**config.mk**
```make
export PLATFORM = sky130hd
export DESIGN_NAME = symbol_count_record_parser_unit
export DESIGN_NICKNAME = d
export VERILOG_FILES = /design/src/hw/rtl/scrp_pkg.sv /design/src/hw/rtl/scrp_step.sv /design/src/hw/rtl/symbol_count_record_parser_unit.sv
export VERILOG_INCLUDE_DIRS = /design/src /design/src/hw/rtl
export SDC_FILE = /design/constraint.sdc
export NUM_CORES = 1
export LEC_CHECK = 0
export BUFFER_PORTS_ARGS = -buffer_cell sky130_fd_sc_hd__clkbuf_2
export CAP_MARGIN = 20
export CORE_AREA = 2 2 160 162
export CTS_CLUSTER_SIZE = 16
export DETAILED_ROUTE_END_ITERATION = 7
export DIE_AREA = 0 0 162 164
export PLACE_DENSITY = 0.48
export SKIP_CTS_REPAIR_TIMING = 1
export SLEW_MARGIN = 20
export SYNTH_ARGS = -nofsm -noshare
export SYNTH_HDL_FRONTEND = slang
export SYNTH_SLANG_ARGS = --single-unit
```
**constraint.sdc**
```tcl
create_clock -name clk -period 4.7 [get_ports clk]
set_input_delay 0.47 -clock clk [delete_from_list [all_inputs] [get_ports clk]]
set_output_delay 0.47 -clock clk [all_outputs]
set_load 0.02 [all_outputs]
```
**src/hw/rtl/symbol_count_record_parser_unit_macros.svh**
```systemverilog
// assertion macros for the symbol count record parser
// expects clk and arst_n in the scope of the use
`ifndef SYMBOL_COUNT_RECORD_PARSER_UNIT_MACROS_SVH
`define SYMBOL_COUNT_RECORD_PARSER_UNIT_MACROS_SVH

// same-cycle implication
`define SCRP_ASSERT_NOW(name, pre, post) \
	name: assert property (@(posedge clk) disable iff (!arst_n) (pre) |-> (post)) \
		else $error("scrp same-cycle check failed");

// next-cycle implication
`define SCRP_ASSERT_NEXT(name, pre, post) \
	name: assert property (@(posedge clk) disable iff (!arst_n) (pre) |=> (post)) \
		else $error("scrp next-cycle check failed");

`endif

```
**src/hw/rtl/scrp_pkg.sv**
```systemverilog
// shared types and constants for the symbol count record parser
// no dependencies
`default_nettype none

package scrp_pkg;

	localparam int SYM_W = 8;
	localparam int COUNT_W = 31;
	localparam int ERR_W = 2;
	localparam int PROD_W = COUNT_W + 4;

	localparam logic [SYM_W-1:0] BAR_CHAR = 8'd124;
	localparam logic [SYM_W-1:0] ZERO_CHAR = 8'd48;
	localparam logic [SYM_W-1:0] NINE_CHAR = 8'd57;

	localparam logic [ERR_W-1:0] ERR_NONE = 2'd0;
	localparam logic [ERR_W-1:0] ERR_EMPTY = 2'd1;
	localparam logic [ERR_W-1:0] ERR_BADCHAR = 2'd2;
	localparam logic [ERR_W-1:0] ERR_OVERFLOW = 2'd3;

	typedef struct packed {
		logic [SYM_W-1:0] held_symbol;
		logic [COUNT_W-1:0] count_acc;
		logic digit_seen;
		logic [ERR_W-1:0] failure_code;
	} parse_state_t;

	typedef struct packed {
		logic entry_valid;
		logic [SYM_W-1:0] entry_symbol;
		logic [COUNT_W-1:0] entry_count;
		logic [ERR_W-1:0] error_code;
	} entry_t;

	localparam parse_state_t STATE_RESET = '{
		held_symbol: BAR_CHAR,
		count_acc: '0,
		digit_seen: 1'b0,
		failure_code: ERR_NONE
	};

endpackage

`default_nettype wire

```
**src/hw/rtl/scrp_step.sv**
```systemverilog
// one parse step: next record state and result entry for one byte
// depends on scrp_pkg
`default_nettype none

module scrp_step
	import scrp_pkg::*;
(
	input  wire parse_state_t     cur,
	input  wire logic [SYM_W-1:0] text_byte,
	output parse_state_t          nxt,
	output entry_t                entry
);

	logic [PROD_W-1:0] acc_ext;
	logic [PROD_W-1:0] prod;

	// count * 10 + digit as two shifts and two adds
	assign acc_ext = {4'b0, cur.count_acc};
	assign prod = (acc_ext << 3) + (acc_ext << 1) + {{(PROD_W-4){1'b0}}, text_byte[3:0]};

	always_comb begin
		nxt = cur;
		entry.entry_valid = 1'b0;
		entry.entry_symbol = '0;
		entry.entry_count = '0;
		if (cur.failure_code == ERR_NONE) begin
			if (cur.held_symbol == BAR_CHAR) begin
				nxt.held_symbol = text_byte;
			end else if (text_byte == BAR_CHAR) begin
				if (!cur.digit_seen) begin
					nxt.failure_code = ERR_EMPTY;
				end else begin
					entry.entry_valid = 1'b1;
					entry.entry_symbol = cur.held_symbol;
					entry.entry_count = cur.count_acc;
					nxt.held_symbol = BAR_CHAR;
					nxt.count_acc = '0;
					nxt.digit_seen = 1'b0;
				end
			end else if (text_byte inside {[ZERO_CHAR:NINE_CHAR]}) begin
				if (prod[PROD_W-1:COUNT_W] != '0) begin
					nxt.failure_code = ERR_OVERFLOW;
				end else begin
					nxt.count_acc = prod[COUNT_W-1:0];
					nxt.digit_seen = 1'b1;
				end
			end else begin
				nxt.failure_code = ERR_BADCHAR;
			end
		end
		entry.error_code = nxt.failure_code;
	end

endmodule

`default_nettype wire

```
**src/hw/rtl/symbol_count_record_parser_unit.sv**
```systemverilog
// symbol count record parser: an accepted byte passes the input stage, then the output register, to entry valid
// throughput one byte per cycle while the output is not stalled; the multiply-by-ten and compare sit in one stage
// an input stage and an output register part the two sides, so a byte is taken
// while a finished entry waits
// reset clears the record state, the sticky error and both valid flags
// depends on scrp_pkg, scrp_step and the assertion macro header
`default_nettype none
`include "symbol_count_record_parser_unit_macros.svh"

module symbol_count_record_parser_unit
	import scrp_pkg::*;
(
	input  wire logic        clk,
	input  wire logic        arst_n,
	input  wire logic        s_tvalid,
	output logic             s_tready,
	input  wire logic [7:0]  s_tdata,  // text_byte[7:0]
	input  wire logic        s_tlast,  // last_byte
	output logic             m_tvalid,
	input  wire logic        m_tready,
	output logic [39:0]      m_tdata,  // entry_symbol[7:0], entry_count[38:8], zero[39]
	output logic [2:0]       m_tuser,  // entry_valid[0], error_code[2:1]
	output logic             m_tlast   // text_done
);

	logic             valid_s1;
	logic [SYM_W-1:0] byte_s1;
	logic             last_s1;
	logic             advance;
	parse_state_t     state_q;
	parse_state_t     state_nxt;
	entry_t           entry_nxt;
	entry_t           out_q;
	logic             done_q;
	logic             out_valid_q;

	assign advance = valid_s1 && (!out_valid_q || m_tready);
	assign s_tready = !valid_s1 || advance;

	always_ff @(posedge clk or negedge arst_n) begin
		if (!arst_n) begin
			valid_s1 <= 1'b0;
		end else if (s_tready) begin
			valid_s1 <= s_tvalid;
		end
	end

	always_ff @(posedge clk) begin
		if (s_tready && s_tvalid) begin
			byte_s1 <= s_tdata;
			last_s1 <= s_tlast;
		end
	end

	scrp_step u_step (
		.cur       (state_q),
		.text_byte (byte_s1),
		.nxt       (state_nxt),
		.entry     (entry_nxt)
	);

	// record state, back to reset after the last item of a text
	always_ff @(posedge clk or negedge arst_n) begin
		if (!arst_n) begin
			state_q <= STATE_RESET;
		end else if (advance) begin
			state_q <= last_s1 ? STATE_RESET : state_nxt;
		end
	end

	always_ff @(posedge clk or negedge arst_n) begin
		if (!arst_n) begin
			out_valid_q <= 1'b0;
		end else if (advance) begin
			out_valid_q <= 1'b1;
		end else if (m_tready) begin
			out_valid_q <= 1'b0;
		end
	end

	always_ff @(posedge clk) begin
		if (advance) begin
			out_q <= entry_nxt;
			done_q <= last_s1;
		end
	end

	assign m_tvalid = out_valid_q;
	assign m_tdata = {1'b0, out_q.entry_count, out_q.entry_symbol};
	assign m_tuser = {out_q.error_code, out_q.entry_valid};
	assign m_tlast = done_q;

	`SCRP_ASSERT_NOW(a_entry_no_error, out_valid_q && out_q.entry_valid,
		out_q.error_code == ERR_NONE)
	`SCRP_ASSERT_NEXT(a_last_clears_state, advance && last_s1,
		state_q == STATE_RESET)
	`SCRP_ASSERT_NEXT(a_error_sticky, advance && !last_s1 && state_q.failure_code != ERR_NONE,
		$stable(state_q.failure_code))
	`SCRP_ASSERT_NEXT(a_out_holds_stalled, out_valid_q && !m_tready,
		out_valid_q && $stable(out_q))

endmodule

`default_nettype wire
```
==> impl_metrics.toml <==
[critical_path]
end_kind = "flip-flop"
worstPathArrival_ns = 4.12
cp_max_fo = 13
critPathLaunchType = "flip-flop"
critPathRequiredTime_ns = 4.99
setup.worst_path.class = "flip-flop to flip-flop"

[clock_tree]
htreeDepth = 3
cts_buffer_depth = 2
clock-sinks = 96
cts_tree = "built"
clk_pin_slew_ns = 0.08
clockRootBuffer = "clkbuf_16"
cts_made_buffers = 9
clk_latency_ns = 0.36

[timing]
finalHoldViolations = 0
post-route-min-period_ns = 3.83
slew_viol_final = 0
setup_ws_ns = 0.867
fin_crit_sh_pct = 81.6
setup_violations = 0
rsz0062_at_grt = "no"
clock.fmax_mhz = 261
slew_headroom_pct = 54.9
worstMarginPinSlew_ns = 0.676
skew_ns = 0.0108
fin_setup_tns_ns = 0

[floorplanning]
core_area_sq_mm = 0.0248
row_count = 58
die_w_um = 162
ios = 59
initial_core_util_pct = 24.6
dieArea_sq_mm = 0.0266
die_y_um = 164

[place]
place_congestion = 0.793
dp_slack_ns = 0.854
port_buffers = 57
placed_cells = 953
dp_hpwl_um = 11100

[finish]
multiInputGateArea_sq_mm = 0.00321
syn_to_final_growth_pct = 15.4
final_cells = 969
fillers = 2687
seq_area_sq_mm = 0.00267
n_antenna_cell = 0
layout-drive-gt1-share_pct = 16.1
nets = 710

[logic_synthesis]
ys_types = 73
syn_inst = 580
synthesis.nets = 656
synth-async-reset-ratio_pct = 45.8
synth.largest_area_cell = "edfxtp_1"
seq_area_frac_synth_pct = 43.7
ys_warn_count = 0
netlist_top_cells_count = "ha_1, edfxtp_1, and2_1"
synth.area.top_cells = "edfxtp_1, dfrtp_1, ha_1, and2_1, a22o_1"
synth_top_area_share_pct = 25.6
synth_edf_count = 52
syn_area_sq_mm = 0.00611
synth_ff_type = "edfxtp_1"
synth-seq-cells = 96
syn_area_per_cell_sq_um = 10.5
synthMostInstantiatedCell = "ha_1"

[global_routing]
grt_pass1_wl_um = 24800
grt_max_degree = 50
grt_usage_pct = 11.8
grt_pass1_vias = 4736
grt_overflow = 0
antenna_found_initial = 0

[outcome]
outcome = "complete, no violations"

[route]
wl_per_cell_um = 15.4
ant_nets = 0
first_pass_iters = 6
finalWirelength_um = 14900
vias = 4561
drc = 0
vias_per_cell = 4.71
drtIter0Drc = 187

[worst_hold_path]
hold_class = "input pin to asynchronous set/reset pin"

[power]
powerDensity_mw_per_mm2 = 315
power_leakage_nw = 3.10
ir_worst_vdd_uv = 167

[run]
drv_cap = 0
cells in the final DEF (no fill, tap or decap), drive strengths merged, types with 3 or more instances in the layout:
cell,instances
a22o,28
inv,34
or3,4
nand3,12
dfrtp,39
ha,61
dfstp,5
nand2,34
a211oi,7
xor2,3
a21oi,33
a211o,3
o31a,3
mux2i,3
o22ai,3
xnor2,16
nand2b,4
nand4,5
edfxtp,52
a21o,8
buf,7
a2111oi,3
o21ai,35
a21boi,3
o21a,8
o211ai,4
or2,3
o21bai,5
a31oi,6
o2bb2ai,3
and2,43
nor3,20
nor2,34
clkbuf,66
kinds of logic after synthesis:
family | synth area share (%)
mux | 0.492
fa+ha+maj | 13.2
compound gates | 21.0
simple gates | 15.0
buf+inv | 3.83
xor+xnor | 2.73
flops | 43.7
other cells | 0.0614
metal layers:
layer	wire length (um)	up-vias	GRT usage [%]
met5	0	-	0
met4	284	0	4.38
met3	497	18	2.35
met2	7110	66	19.5
met1	7000	2198	15.3
li1	-	2279	-
final timing paths:
kind,cells past startpoint,end,from,slack (ns)
setup / recovery,13,state_q[3]$_DFFE_PN0P_,byte_s1[3]$_DFFE_PP_,0.87
hold / removal,2,state_q[23]$_DFFE_PN0P_,arst_n,0.20
setup reg to reg,13,state_q[3]$_DFFE_PN0P_,byte_s1[3]$_DFFE_PP_,0.87
hold reg to reg,1,m_tvalid$_DFFE_PN0P_,valid_s1$_DFFE_PN0N_,0.48
max in group asynchronous,2,state_q[35]$_DFFE_PN0P_,arst_n,4.08
min in group clk,1,last_s1$_DFFE_PP_,s_tlast,0.28
critical path: stages, from the launching register on:
cell      delay [ns]
edfxtp_1        0.40
inv_1           0.08
fa_1            0.59
inv_1           0.06
ha_1            0.30
a211oi_1        0.25
o21a_1          0.24
a211o_1         0.24
a31oi_2         0.15
a41o_1          0.31
or2_1           0.25
a31oi_2         0.38
buf_4           0.29
mux2i_1         0.19
metrics by stage:
stage                     cell area [sq um]  util, %  total power [mW]  hold WS (ns)
after global routing                   7050     28.4              2.34         0.265
after detailed placement               6740     27.2              1.48         0.466
after global placement                 6740     27.2              1.48         0.460
after floorplan                        6110        -              1.35         0.174
after CTS                              7050     28.4              2.26         0.228
final                                  7050     28.4              2.22         0.205
cell type report:
type                       instances  area share (%)
multi-input combinational        434            45.6
clock buffer                       9            3.20
inverter                          29            1.55
tap                              330            5.86
sequential                        96            37.9
clock inverter                     7            1.12
timing repair buffer              64            4.79
registers in the layout, indices dropped and copies added, names as in the netlist:
| signal | cells |
|---|---|
| valid_s1 | 1 |
| m_tdata | 39 |
| state_q | 42 |
| m_tlast | 1 |
| m_tvalid | 1 |
| m_tuser | 3 |
| last_s1 | 1 |
| byte_s1 | 8 |
report_power, final:
part           total, mW  leakage [nW]  internal [mW]  switching, mW
clock              0.764         0.151          0.382          0.382
sequential          1.04          1.10          0.977         0.0586
combinational      0.421          1.85          0.162          0.258
No activity file was read; power rests on OpenSTA's default activity.
